$ cat config.mk
export PLATFORM = sky130hd
export DESIGN_NAME = xoshiro128ss_random_generator_top
export DESIGN_NICKNAME = d
export VERILOG_FILES = /design/src/rtl/xrg_pkg.sv /design/src/rtl/xoshiro128ss_random_generator_top.sv
export SDC_FILE = /design/constraint.sdc
export NUM_CORES = 2
export LEC_CHECK = 0
export ABC_AREA = 1
export ABC_CLOCK_PERIOD_IN_PS = 6800
export BUFFER_PORTS_ARGS = -buffer_cell sky130_fd_sc_hd__buf_2
export CAP_MARGIN = 20
export CORE_ASPECT_RATIO = 0.7
export CORE_MARGIN = 2
export CORE_UTILIZATION = 50
export CTS_CLUSTER_SIZE = 30
export DETAILED_ROUTE_END_ITERATION = 12
export PLACE_DENSITY = 0.77
export SETUP_SLACK_MARGIN = 0.3
export SYNTH_ARGS = -nofsm -noshare
export SYNTH_HDL_FRONTEND = slang
export SYNTH_SLANG_ARGS = --single-unit
export TNS_END_PERCENT = 50
$ cat constraint.sdc
create_clock -name clock -period 6.8 [get_ports clock]
set_input_delay 0.68 -clock clock [delete_from_list [all_inputs] [get_ports clock]]
set_output_delay 0.68 -clock clock [all_outputs]
set_load 0.1 [all_outputs]
$ cat src/rtl/xrg_pkg.sv
// Package: shared types and constants for the xoshiro128** generator.
package xrg_pkg;

   typedef enum logic [1:0] {
      CMD_SEED  = 2'd0,
      CMD_FRAC  = 2'd1,
      CMD_RANGE = 2'd2,
      CMD_NONE  = 2'd3
   } cmd_type;

   typedef struct packed {
      logic [1:0]         command;
      logic [31:0]        seed_value;
      logic signed [31:0] low_bound;
      logic signed [31:0] high_bound;
   } req_type;

   typedef struct packed {
      logic signed [32:0] value;
      logic               range_error;
   } rsp_type;

   typedef enum logic [3:0] {
      ST_IDLE,
      ST_SEED_ADD,
      ST_SEED_MIX1,
      ST_SEED_MIX2,
      ST_SEED_STORE,
      ST_CHECK,
      ST_DRAW_MUL5,
      ST_DRAW_MUL9,
      ST_RANGE_MUL,
      ST_DONE
   } state_type;

   typedef enum logic [2:0] {
      MUL_MIX1,
      MUL_MIX2,
      MUL_BY5,
      MUL_BY9,
      MUL_RANGE
   } mul_sel_type;

   localparam logic [31:0] SM_GOLDEN = 32'h9e37_79b9;
   localparam logic [31:0] SM_MUL1   = 32'h85eb_ca6b;
   localparam logic [31:0] SM_MUL2   = 32'hc2b2_ae35;
   localparam logic [31:0] XS_MUL5   = 32'd5;
   localparam logic [31:0] XS_MUL9   = 32'd9;

endpackage

$ cat src/rtl/xoshiro128ss_random_generator_top.sv
// Top level: xoshiro128** generator with splitmix32 seeding on one shared multiplier.
//
// Usage:
//   req_*  : one command item (seed, fraction draw, ranged integer draw).
//   rsp_*  : one result item per command (value, range_error).
//   csr_*  : auto_seed write, used by an unseeded draw; always ready, write only while idle.
// Sequence (seeded generator, receiver ready):
//   A fraction draw runs its products through the single 32x32 multiplier
//   as x5, then x9; a ranged draw adds x range. Reversed bounds skip the
//   products and return an error; command 3 goes straight to the result.
//   Seeding, where needed, runs first: four splitmix rounds of add, two multiplies and a
//   store. A seed item returns after the four rounds, with no draw.
//   req_ready is high only in idle, which is entered as the result loads, so
//   a new item is taken only after the last one is through.
// Stall:
//   The result sits in an output register until taken; the next item runs
//   meanwhile and waits at its end until the register frees up.
// Reset:
//   Synchronous, active high. Clears control state, the seeded flag and
//   auto_seed. Generator words are written by seeding before any read.
module xoshiro128ss_random_generator_top (
   input  logic            clock,
   input  logic            reset,
   input  logic            req_valid,
   output logic            req_ready,
   input  xrg_pkg::req_type req_data,
   output logic            rsp_valid,
   input  logic            rsp_ready,
   output xrg_pkg::rsp_type rsp_data,
   input  logic            csr_valid,
   output logic            csr_ready,
   input  logic [31:0]     csr_data
);
   import xrg_pkg::*;

   state_type          state_ff, state_in;
   mul_sel_type        mul_sel;
   logic               prod_en;
   logic               seed_store;
   logic               draw_step;
   logic               out_load;

   cmd_type            cmd_ff;
   logic signed [31:0] lo_ff, hi_ff;
   logic [31:0]        acc_ff;
   logic [63:0]        prod_ff;
   logic [3:0][31:0]   gen_ff;
   logic               seeded_ff;
   logic [1:0]         cnt_ff;
   logic               err_ff;
   logic [32:0]        range_ff;
   logic [31:0]        word_ff;
   logic [31:0]        auto_seed_ff;
   logic               rsp_valid_ff;
   rsp_type            rsp_data_ff;

   logic               accept;
   logic               out_free;
   logic [31:0]        p_lo;
   logic [31:0]        mul_a, mul_b;
   logic [63:0]        prod_in;
   logic [31:0]        offset;
   rsp_type            rsp_in;
   logic [31:0]        t_w, n0, n1, n2, n3;

   assign accept    = req_valid && req_ready;
   assign out_free  = !rsp_valid_ff || rsp_ready;
   assign p_lo      = prod_ff[31:0];
   assign csr_ready = 1'b1;
   assign rsp_valid = rsp_valid_ff;
   assign rsp_data  = rsp_data_ff;

   // next state
   always_comb begin
      state_in = state_ff;
      unique case (state_ff)
         ST_IDLE: begin
            if (accept) begin
               priority if (cmd_type'(req_data.command) == CMD_SEED)
                  state_in = ST_SEED_ADD;
               else if (cmd_type'(req_data.command) == CMD_NONE)
                  state_in = ST_DONE;
               else if (!seeded_ff)
                  state_in = ST_SEED_ADD;
               else
                  state_in = ST_CHECK;
            end
         end
         ST_SEED_ADD:   state_in = ST_SEED_MIX1;
         ST_SEED_MIX1:  state_in = ST_SEED_MIX2;
         ST_SEED_MIX2:  state_in = ST_SEED_STORE;
         ST_SEED_STORE: begin
            if (cnt_ff != 2'd3)
               state_in = ST_SEED_ADD;
            else if (cmd_ff == CMD_SEED)
               state_in = ST_DONE;
            else
               state_in = ST_CHECK;
         end
         ST_CHECK: begin
            if (cmd_ff == CMD_RANGE && lo_ff > hi_ff)
               state_in = ST_DONE;
            else
               state_in = ST_DRAW_MUL5;
         end
         ST_DRAW_MUL5:  state_in = ST_DRAW_MUL9;
         ST_DRAW_MUL9:  state_in = (cmd_ff == CMD_RANGE) ? ST_RANGE_MUL : ST_DONE;
         ST_RANGE_MUL:  state_in = ST_DONE;
         ST_DONE:       state_in = out_free ? ST_IDLE : ST_DONE;
         default:       state_in = ST_IDLE;
      endcase
   end

   // control outputs
   always_comb begin
      req_ready  = 1'b0;
      mul_sel    = MUL_MIX1;
      prod_en    = 1'b0;
      seed_store = 1'b0;
      draw_step  = 1'b0;
      out_load   = 1'b0;
      unique case (state_ff)
         ST_IDLE:       req_ready = 1'b1;
         ST_SEED_MIX1:  begin mul_sel = MUL_MIX1; prod_en = 1'b1; end
         ST_SEED_MIX2:  begin mul_sel = MUL_MIX2; prod_en = 1'b1; end
         ST_SEED_STORE: seed_store = 1'b1;
         ST_DRAW_MUL5: begin
            mul_sel   = MUL_BY5;
            prod_en   = 1'b1;
            draw_step = 1'b1;
         end
         ST_DRAW_MUL9:  begin mul_sel = MUL_BY9; prod_en = 1'b1; end
         ST_RANGE_MUL:  begin mul_sel = MUL_RANGE; prod_en = 1'b1; end
         ST_DONE:       out_load = out_free;
         default: ;
      endcase
   end

   // shared multiplier operands
   always_comb begin
      unique case (mul_sel)
         MUL_MIX1:  begin mul_a = acc_ff ^ (acc_ff >> 16); mul_b = SM_MUL1; end
         MUL_MIX2:  begin mul_a = p_lo ^ (p_lo >> 13);     mul_b = SM_MUL2; end
         MUL_BY5:   begin mul_a = gen_ff[1];               mul_b = XS_MUL5; end
         MUL_BY9:   begin mul_a = {p_lo[24:0], p_lo[31:25]}; mul_b = XS_MUL9; end
         MUL_RANGE: begin mul_a = p_lo;                    mul_b = range_ff[31:0]; end
         default:   begin mul_a = '0;                      mul_b = '0; end
      endcase
      prod_in = 64'(mul_a) * 64'(mul_b);
   end

   // xoshiro128 state step
   always_comb begin
      t_w = gen_ff[1] << 9;
      n2  = gen_ff[2] ^ gen_ff[0];
      n3  = gen_ff[3] ^ gen_ff[1];
      n1  = gen_ff[1] ^ n2;
      n0  = gen_ff[0] ^ n3;
   end

   // result word
   assign offset = range_ff[32] ? word_ff : prod_ff[63:32];
   always_comb begin
      rsp_in.range_error = err_ff;
      if (err_ff)
         rsp_in.value = '0;
      else if (cmd_ff == CMD_FRAC)
         rsp_in.value = {1'b0, p_lo};
      else if (cmd_ff == CMD_RANGE)
         rsp_in.value = {lo_ff[31], lo_ff} + {1'b0, offset};
      else
         rsp_in.value = '0;
   end

   always_ff @(posedge clock) begin
      if (reset) begin
         state_ff     <= ST_IDLE;
         seeded_ff    <= 1'b0;
         auto_seed_ff <= '0;
         rsp_valid_ff <= 1'b0;
         cnt_ff       <= '0;
      end else begin
         state_ff <= state_in;
         if (csr_valid && csr_ready)
            auto_seed_ff <= csr_data;
         if (seed_store && cnt_ff == 2'd3)
            seeded_ff <= 1'b1;
         if (accept)
            cnt_ff <= '0;
         else if (seed_store)
            cnt_ff <= cnt_ff + 2'd1;
         if (out_load)
            rsp_valid_ff <= 1'b1;
         else if (rsp_ready)
            rsp_valid_ff <= 1'b0;
      end
   end

   // datapath
   always_ff @(posedge clock) begin
      if (accept) begin
         cmd_ff <= cmd_type'(req_data.command);
         lo_ff  <= req_data.low_bound;
         hi_ff  <= req_data.high_bound;
         err_ff <= 1'b0;
         acc_ff <= (cmd_type'(req_data.command) == CMD_SEED) ?
                   req_data.seed_value : auto_seed_ff;
      end
      if (state_ff == ST_SEED_ADD)
         acc_ff <= acc_ff + SM_GOLDEN;
      if (prod_en)
         prod_ff <= prod_in;
      if (seed_store)
         gen_ff[cnt_ff] <= p_lo ^ (p_lo >> 16);
      if (draw_step) begin
         gen_ff[0] <= n0;
         gen_ff[1] <= n1;
         gen_ff[2] <= n2 ^ t_w;
         gen_ff[3] <= {n3[20:0], n3[31:21]};
      end
      if (state_ff == ST_CHECK) begin
         err_ff   <= (cmd_ff == CMD_RANGE) && (lo_ff > hi_ff);
         range_ff <= {hi_ff[31], hi_ff} - {lo_ff[31], lo_ff} + 33'd1;
      end
      if (state_ff == ST_RANGE_MUL)
         word_ff <= p_lo;
      if (out_load)
         rsp_data_ff <= rsp_in;
   end

endmodule

==> impl_metrics.env <==
export IMPL_drive_gt1_share_pct=25.7
export IMPL_cp_max_fo=7
export IMPL_drtIter0Drc=7269
export IMPL_critPathSlowestCell="fa_1"
export IMPL_startpoint="state_ff[0]"
export IMPL_timing_hold_ws_ns=0.261
export IMPL_ys_ff_latch=430
export IMPL_syn_avg_cell_area_um2=8.49
export IMPL_hold_start="req_data[43]"
export IMPL_die_width_um=414
export IMPL_max_cap_violations=0
export IMPL_violations="negative setup slack"
export IMPL_grt_max_degree=68
export IMPL_worstMarginPinSlew_ns=1.08
export IMPL_max_slew_margin_rel_pct=28.0
export IMPL_hpwl_mm=198
export IMPL_fin_nets=9426
export IMPL_fin_ws_ns=-1.16
export IMPL_final_cell_mix="inv_1, nand2_1, buf_4"
export IMPL_required_ns=7.15
export IMPL_syn_nets=8373
export IMPL_period_needed_ns=7.96
export IMPL_cts_path_max_buffers=3
export IMPL_syn_area_mm2=0.0590
export IMPL_grt_pass1_vias=53300
export IMPL_viasPerCell=5.70
export IMPL_final_common_cell="inv_1"
export IMPL_drc=0
export IMPL_instances_no_fill=9584
export IMPL_ys_warnings_count=0
export IMPL_syn_to_final_growth_pct=28.0
export IMPL_arrival_ns=8.31
export IMPL_setup_worst_path_end_class="register"
export IMPL_worstHoldPathType="in -> reg"
export IMPL_initial_core_util_pct=50.4
export IMPL_drt_wl_total_mm=237
export IMPL_numCtsBuffers=40
export IMPL_synthCells=6945
export IMPL_crit_top_cell="fa_1"
export IMPL_cts_clk_slew_worst_paths_ns=0.08
export IMPL_r2r_start="state_ff[0]"
export IMPL_ys_seq_area_share_pct=21.2
export IMPL_die_height_um=291
export IMPL_gr_total_overflow=0
export IMPL_num_io_pins=172
export IMPL_drv_slew=0
export IMPL_synthArstFlopShare_pct=0
export IMPL_cts_hold_buffers=0
export IMPL_skew_ns=0.0214
export IMPL_tritoncts="done"
export IMPL_core_area_mm2=0.117
export IMPL_hold_viol=0
export IMPL_io_buffers=170
export IMPL_synth_edf_count=390
export IMPL_vias=54600
export IMPL_routedWlPerCell_um=24.7
export IMPL_synthFlopType="edfxtp_1"
export IMPL_placed_cells=9389
export IMPL_antenna_left=0
export IMPL_gp_congestion=1.11
export IMPL_grt_setup_unrepaired="true"
export IMPL_grt_antenna_before_repair=5
export IMPL_die_area_mm2=0.121
export IMPL_yosysUniqueCellTypes=61
export IMPL_status="finished with violations"
export IMPL_cp_start_kind="register"
export IMPL_finalCritPeriodShare_pct=117
export IMPL_crit_type="reg -> reg"
export IMPL_clkLatencyLatePin_ns=0.60
export IMPL_setup_violations=54
export IMPL_clkSinkCount=430
export IMPL_fmax_mhz=126
export IMPL_critical_path_max_stage_delay_ns=0.59
export IMPL_cts_max_level=2
export IMPL_clockRootBuffer="clkbuf_16"
export IMPL_rows=105
export IMPL_grt_pass1_wl_mm=343
export IMPL_first_pass_iters=7
export IMPL_gr_usage_all_layers_pct=38.4
per-stage QoR:
stage | setup TNS [ns] | cell area (um^2) | utilization, % | setup slack [ns]
2_1_floorplan | -6.46 | 60000 | - | -0.267
3_3_place_gp | -76.43 | 69600 | 59.5 | -1.80
3_5_place_dp | -76.76 | 69600 | 59.5 | -1.79
4_1_cts | -51.56 | 72700 | 62.1 | -1.15
5_1_grt | -60.95 | 75500 | 64.5 | -1.32
6_report | -52.14 | 75500 | 64.5 | -1.16
registers in the layout, indices dropped and copies added, names as in the netlist:
register and cells:
acc_ff 32, auto_seed_ff 32, cmd_ff 2, cnt_ff 2
err_ff 1, gen_ff 128, hi_ff 32, lo_ff 32
prod_ff 64, range_ff 33, rsp_data 34, rsp_valid 1
seeded_ff 1, state_ff 4, word_ff 32
synthesized netlist by cell type, types with 40 or more instances:
| cell type | n | share of area (%) |
|---|---|---|
| nor2_1 | 937 | 6.0 |
| dfxtp_1 | 40 | 1.4 |
| xor2_1 | 88 | 1.3 |
| xnor2_1 | 116 | 1.7 |
| a21oi_1 | 330 | 2.8 |
| buf_2 | 126 | 1.1 |
| nand2_1 | 1161 | 7.4 |
| clkbuf_1 | 62 | 0.39 |
| fa_1 | 899 | 31 |
| o22ai_1 | 133 | 1.4 |
| inv_1 | 1442 | 9.2 |
| ha_1 | 394 | 8.4 |
| nand3_1 | 157 | 1.3 |
| o21ai_0 | 305 | 2.6 |
| edfxtp_1 | 390 | 20 |
worst max-delay path: cells and delay by family (launching register included):
| family | cells | cell delay, ns |
|---|---|---|
| AND/OR/NAND/NOR | 10 | 1.35 |
| AO/OA/AOI/OAI | 1 | 0.41 |
| flip-flops | 1 | 0.37 |
| adder cells (fa/ha/maj) | 9 | 4.39 |
| buffers and inverters | 9 | 1.22 |
path summary, 6_finish.rpt:
kind / endpoint / slack (ns) / cells after the start
worst min register to register: seeded_ff / 0.48 / 2
worst min-delay path: lo_ff[11] / 0.26 / 1
worst max-delay path: prod_ff[52] / -1.16 / 29
worst max register to register: prod_ff[52] / -1.16 / 29
kinds of logic after synthesis:
group | Yosys count | share of synthesized area, %
fa+ha+maj | 1293 | 38.9
buf+inv | 1722 | 11.6
flops | 430 | 21.2
other cells | 1 | 0.00636
mux | 33 | 0.628
xor+xnor | 204 | 3.03
compound gates | 909 | 8.85
simple gates | 2353 | 15.8
final cells by class:
class	count	area [um^2]
multi-input cells	4795	43100
fillers	9494	41600
flip-flops and latches	430	12500
repair buffers	1251	10800
inverters	1480	5720
well taps	1551	1940
clock buffers	44	1060
clock inverters	30	350
diodes	3	7.51
metal layers:
metal,share of wire [%],track usage (%)
met1,41,56.7
met2,39,51.5
met3,17,15.8
met4,3.2,9.85
met5,0.077,0.315
what timing repair did:
item	in CTS	in global routing
cloned	1	6
resized for setup	319	537
setup endpoints to repair	55	55
buffers inserted	45	66
pin swaps	81	187
Power is left out: the tool's default activity adds up to more than one toggle a clock period on the data nets, which glitch-free logic cannot reach.
